## config.mk

```make
export PLATFORM = sky130hd
export DESIGN_NAME = lmct_ctrl
export DESIGN_NICKNAME = d
export VERILOG_FILES = /design/src/sv/lmct_pkg.sv /design/src/sv/lmct_ctrl.sv
export SDC_FILE = /design/constraint.sdc
export NUM_CORES = 1
export LEC_CHECK = 0
export BUFFER_PORTS_ARGS = -buffer_cell sky130_fd_sc_hd__clkbuf_2
export CAP_MARGIN = 20
export CORE_AREA = 10 10 47 49
export CTS_BUF_LIST = sky130_fd_sc_hd__clkbuf_16
export DETAILED_ROUTE_END_ITERATION = 7
export DIE_AREA = 0 0 57 59
export PLACE_DENSITY = 0.4
export SLEW_MARGIN = 20
export SYNTH_ARGS = -nofsm -noshare
export SYNTH_HDL_FRONTEND = slang
export SYNTH_SLANG_ARGS = --single-unit
```

## constraint.sdc

```tcl
create_clock -name aclk -period 2.17 [get_ports aclk]
set_input_delay 0.1085 -clock aclk [delete_from_list [all_inputs] [get_ports aclk]]
set_output_delay 0.1085 -clock aclk [all_outputs]
set_load 0.02 [all_outputs]
```

## src/sv/lmct_pkg.sv

```systemverilog
// Shared types and constants for the LRU mapping cache table.
`default_nettype none
package lmct_pkg;
    localparam int TableDepth = 64;
    localparam int SectorsPerPage = 16;
    localparam int IdxW = $clog2(TableDepth);
    localparam int CntW = $clog2(TableDepth + 1);

    localparam logic [2:0] OP_QUERY = 3'd0;
    localparam logic [2:0] OP_RETRIEVE = 3'd1;
    localparam logic [2:0] OP_RESERVE = 3'd2;
    localparam logic [2:0] OP_FILL = 3'd3;
    localparam logic [2:0] OP_UPDATE = 3'd4;
    localparam logic [2:0] OP_CLEAN = 3'd5;
    localparam logic [2:0] OP_EVICT = 3'd6;
    localparam logic [2:0] OP_UNUSED = 3'd7;

    localparam logic [2:0] ERR_OK = 3'd0;
    localparam logic [2:0] ERR_MISSING = 3'd1;
    localparam logic [2:0] ERR_DUP = 3'd2;
    localparam logic [2:0] ERR_FULL = 3'd3;
    localparam logic [2:0] ERR_EMPTY = 3'd4;

    localparam logic [15:0] BitmapMask = 16'((64'd1 << SectorsPerPage) - 64'd1);

    typedef struct packed {
        logic [2:0] req_type;
        logic [2:0] stream_number;
        logic [31:0] logical_page;
        logic [31:0] physical_page;
        logic [15:0] sector_bitmap;
    } req_t;

    typedef struct packed {
        logic is_valid;
        logic is_waiting;
        logic is_dirty;
        logic [31:0] found_physical_page;
        logic [15:0] found_bitmap;
        logic slot_free;
        logic [2:0] evicted_stream;
        logic [31:0] evicted_logical_page;
        logic [2:0] error_code;
    } rsp_t;

    // controller -> datapath
    typedef struct packed {
        logic load;      // latch request, clear scan
        logic scan;      // examine slot at scan index
        logic scan_clr;  // restart scan index
        logic rank;      // adjust rank of slot at scan index
        logic commit;    // write slot, build result
    } cmd_t;

    // datapath -> controller
    typedef struct packed {
        logic scan_last;
        logic need_rank;
    } sts_t;
endpackage
`default_nettype wire

```

## src/sv/lmct_ctrl.sv

```systemverilog
// Controller state machine sequencing the slot scan, rank pass and commit.
`default_nettype none
module lmct_ctrl
    import lmct_pkg::*;
(
    input  wire logic aclk,
    input  wire logic aresetn,
    input  wire logic in_xfer,
    input  wire logic out_busy,
    input  wire sts_t sts,
    output cmd_t cmd,
    output logic s_ready
);
    localparam logic [2:0] ST_IDLE = 3'd0;
    localparam logic [2:0] ST_SCAN = 3'd1;
    localparam logic [2:0] ST_SETTLE = 3'd2;
    localparam logic [2:0] ST_RANK = 3'd3;
    localparam logic [2:0] ST_FETCH = 3'd4;
    localparam logic [2:0] ST_COMMIT = 3'd5;

    logic [2:0] state_reg, state_next;

    always_ff @(posedge aclk) begin
        if (!aresetn) begin
            state_reg <= ST_IDLE;
        end else begin
            state_reg <= state_next;
        end
    end

    always_comb begin
        state_next = state_reg;
        cmd = '0;
        s_ready = 1'b0;
        case (state_reg)
            ST_IDLE: begin
                s_ready = 1'b1;
                cmd.load = in_xfer;
                if (in_xfer) state_next = ST_SCAN;
            end
            ST_SCAN: begin
                cmd.scan = 1'b1;
                if (sts.scan_last) begin
                    cmd.scan_clr = 1'b1;
                    state_next = ST_SETTLE;
                end
            end
            // last slot read is evaluated here
            ST_SETTLE: begin
                state_next = ST_RANK;
            end
            ST_RANK: begin
                if (!sts.need_rank) begin
                    state_next = ST_FETCH;
                end else begin
                    cmd.rank = 1'b1;
                    if (sts.scan_last) state_next = ST_FETCH;
                end
            end
            // read the result slot
            ST_FETCH: begin
                state_next = ST_COMMIT;
            end
            ST_COMMIT: begin
                if (!out_busy) begin
                    cmd.commit = 1'b1;
                    state_next = ST_IDLE;
                end
            end
            default: state_next = ST_IDLE;
        endcase
    end

    assert property (@(posedge aclk) disable iff (!aresetn)
        cmd.commit |=> state_reg == ST_IDLE)
        else $error("commit not followed by idle");
    assert property (@(posedge aclk) disable iff (!aresetn)
        in_xfer |-> state_reg == ST_IDLE)
        else $error("transfer accepted while busy");
    assert property (@(posedge aclk) disable iff (!aresetn)
        cmd.commit |-> !out_busy)
        else $error("commit over pending result");
endmodule
`default_nettype wire

```

==> impl_metrics.env <==
export IMPL_layout_drive_gt1_share_pct=53.8
export IMPL_power_frac_clock_pct=70.0
export IMPL_drv_slew=0
export IMPL_drt_pass1_iter_count=4
export IMPL_antenna_cells=0
export IMPL_final_net_count=46
export IMPL_worstRegToRegCells=2
export IMPL_layout_filler_cells=157
export IMPL_switching_share_pct=23.0
export IMPL_global_route_wire_length_before_repair_um=1220
export IMPL_max_stage_delay_ps=510
export IMPL_max_clock_path_buffers=2
export IMPL_power_report_internal_total_w=0.000322
export IMPL_post_drt_via_cell_ratio=4.49
export IMPL_dieArea_um2=3360
export IMPL_mostFrequentLayoutCells="sky130_fd_sc_hd__clkbuf_2 (11), sky130_fd_sc_hd__inv_1 (3), sky130_fd_sc_hd__clkbuf_16 (3), sky130_fd_sc_hd__dfxtp_1 (3)"
export IMPL_ant_nets=0
export IMPL_path_max_fanout=9
export IMPL_power_frac_seq_pct=17.0
export IMPL_die_height_um=59
export IMPL_r2r_start="state_reg[2]$_SDFFE_PN0P_"
export IMPL_final_min_period_over_clock_period_pct=64.6
export IMPL_via_count_of_the_first_global_routing_pass=264
export IMPL_vdd_ir_drop_worst_v=0.000401
export IMPL_area_of_the_placeable_core_um2=1400
export IMPL_holdPathEnd="state_reg[0]$_SDFFE_PN0P_"
export IMPL_power_density_nw_per_um2=1110
export IMPL_antenna_found_initial=0
export IMPL_dpl_instance_area_um2=297
export IMPL_grt_overflow=0
export IMPL_route_final_wire_length_um=694
export IMPL_h_tree_depth=1
export IMPL_worstMarginPinSlew_ps=372
export IMPL_unrepaired_setup_endpoints_after_global_routing="no"
export IMPL_worstPathRequired_ps=2060
export IMPL_start_util_pct=17.9
export IMPL_synth_seq_cells=3
export IMPL_utilization_pct=26.8
export IMPL_critical_path_top_delay_cell="sky130_fd_sc_hd__dfxtp_1"
export IMPL_drv_max_cap_violation_count=0
export IMPL_setup_worst_path_start_class="flip-flop"
export IMPL_setup_total_negative_slack_ps=0
export IMPL_post_synth_inst_count=27
export IMPL_dr_total_vias=247
export IMPL_timing_reg2reg_setup_slack_ps=1070
export IMPL_area_growth_syn_to_layout_pct=49.3
export IMPL_run_status="finished clean"
export IMPL_cts_hold_fix_buffers=0
export IMPL_max_slew_margin_rel_pct=75.2
export IMPL_cells_along_the_critical_path="nand2b_1, nor3b_1, clkbuf_2"
export IMPL_tritoncts_num_sinks=3
export IMPL_postCtsSetupBuffers=0
export IMPL_finalHoldViolations=0
export IMPL_critical_path_reg2reg_endpoint="state_reg[0]$_SDFFE_PN0P_"
export IMPL_min_delay_start="aresetn"
export IMPL_global_route_usage_total_pct=4.92
export IMPL_initialDrtViolationCount=1
export IMPL_power_share_combinational_pct=13.0
export IMPL_detailedPlace_worstSlack_ps=993
export IMPL_cp_arrival_ps=1290
export IMPL_route_detailed_wl_per_inst_um=12.6
export IMPL_hpwlAfterDp_um=507
export IMPL_post_synth_instance_area_um2=251
export IMPL_synth_largest_area_cell="sky130_fd_sc_hd__dfxtp_1"
export IMPL_synth_area_leaders="sky130_fd_sc_hd__dfxtp_1 (24%), sky130_fd_sc_hd__buf_6 (9.0%), sky130_fd_sc_hd__o41ai_2 (6.5%), sky130_fd_sc_hd__a221oi_2 (6.0%), sky130_fd_sc_hd__o211ai_1 (6.0%)"
export IMPL_hold_class="in -> reg"
export IMPL_synthDistinctLibCells=21
export IMPL_synth_yosys_warnings=0
export IMPL_p_leak_nw=0.180
export IMPL_min_period_ps=1400
export IMPL_total_net_switching_power_w=0.0000962
export IMPL_largest_reg_flops=3
export IMPL_grt_max_degree=10
export IMPL_critical_path_class="reg -> out"
export IMPL_gpl_final_weighted_congestion=0.680
export IMPL_synth_sequential_area_ratio_pct=23.9
export IMPL_cts_made_buffers=3
export IMPL_maxClockFrequency_mhz=713
export IMPL_rows=14
export IMPL_path_clk_slew_ps=30
export IMPL_floorplan_die_width_um=57
export IMPL_cts_tree="yes"
export IMPL_min_delay_path_depth=3
export IMPL_layout_cell_area_non_filler_um2=375
export IMPL_worstSetupEndpointType="output pin"
export IMPL_synth_fp_nets=33
export IMPL_final_critical_path_setup_slack_ps=767
export IMPL_postSynthAreaPerCell_um2=9.31
export IMPL_post_cts_sizing=0
export IMPL_layout_commonest_cell="sky130_fd_sc_hd__clkbuf_2"
export IMPL_final_setup_viol_count=0
export IMPL_boundaryPins=12
export IMPL_cts_root_buf="sky130_fd_sc_hd__clkbuf_16"
export IMPL_io_port_bufs=11
export IMPL_timing_clock_skew_ps=1.51
export IMPL_clk_insertion_delay_late_ps=230
export IMPL_hold_worst_slack_ps=138
export IMPL_synth_top_cell_area_share_pct=23.9
export IMPL_route_detailed_drc=0
-- metrics by stage --
stage / power [W] / cells
global route: 0.000433 / 55
CTS: 0.000423 / 55
global placement: 0.000128 / 51
finish: 0.000418 / 55
floorplan: 0.000113 / 27
detailed placement: 0.000127 / 51
-- kinds of logic after synthesis --
kind of cell | share of synthesized area (%)
AND/OR/NAND/NOR | 33.8
AO/OA/AOI/OAI | 25.9
buffers and inverters | 16.4
flip-flops | 23.9
-- final cells by class --
| class | instances | area, um^2 | share of cell area (%) |
|---|---|---|---|
| clock buffer | 3 | 75.1 | 20.0 |
| clock inverter | 1 | 3.75 | 1.00 |
| tap | 16 | 20.0 | 5.33 |
| multi-input combinational | 18 | 150 | 40.0 |
| sequential | 3 | 60.1 | 16.0 |
| inverter | 3 | 11.3 | 3.00 |
| timing repair buffer | 11 | 55.1 | 14.7 |
-- cell usage after synthesis --
cell type and number:
sky130_fd_sc_hd__o41ai_2 1, sky130_fd_sc_hd__buf_6 2, sky130_fd_sc_hd__and3_1 1, sky130_fd_sc_hd__buf_4 1
sky130_fd_sc_hd__dfxtp_1 3, sky130_fd_sc_hd__nand2b_1 1, sky130_fd_sc_hd__nor3b_1 1, sky130_fd_sc_hd__and2_1 2
sky130_fd_sc_hd__a21boi_1 1, sky130_fd_sc_hd__nand3_1 1, sky130_fd_sc_hd__nor3_2 1, sky130_fd_sc_hd__a221oi_2 1
sky130_fd_sc_hd__o211ai_1 2, sky130_fd_sc_hd__a21oi_1 1, sky130_fd_sc_hd__nand2_1 1, sky130_fd_sc_hd__inv_1 2
sky130_fd_sc_hd__nor2b_2 1, sky130_fd_sc_hd__o22ai_1 1, sky130_fd_sc_hd__and4bb_2 1, sky130_fd_sc_hd__nor3b_2 1
sky130_fd_sc_hd__inv_2 1
-- routing by layer --
metal	track usage (%)	up-vias	wire length, um
li1	-	121	-
met4	8.05	0	46
met3	1.72	5	58
met2	6.82	12	299
met1	4.49	109	289
met5	0	-	0
-- worst max-delay path: cells and delay by family (launching register included) --
family | cells | cell delay [ps]
buf+inv | 1 | 200
simple gates | 2 | 350
flops | 1 | 510
-- worst max path at each step --
| stage | from | to | slack [ps] | depth (start not counted) |
|---|---|---|---|---|
| finish | state_reg[0]$_SDFFE_PN0P_ | cmd[0] | 770 | 3 |
| global route | state_reg[0]$_SDFFE_PN0P_ | cmd[0] | 670 | 3 |
| CTS | state_reg[0]$_SDFFE_PN0P_ | cmd[0] | 750 | 3 |
| detailed placement | state_reg[0]$_SDFFE_PN0P_ | cmd[0] | 990 | 3 |
| global placement | state_reg[0]$_SDFFE_PN0P_ | cmd[0] | 980 | 3 |
| floorplan | state_reg[0]$_SDFFE_PN0P_ | cmd[2] | 970 | 3 |
-- power by group through the flow --
| stage | clock, W | sequential (W) | combinational [W] |
|---|---|---|---|
| detailed placement | 0 | 0.0000715 | 0.0000557 |
| floorplan | 0 | 0.0000616 | 0.0000516 |
| CTS | 0.000296 | 0.0000710 | 0.0000561 |
| global route | 0.000299 | 0.0000726 | 0.0000615 |
| global placement | 0 | 0.0000718 | 0.0000559 |
| finish | 0.000293 | 0.0000709 | 0.0000545 |
Note: power is estimated with default switching activity, not from simulation.
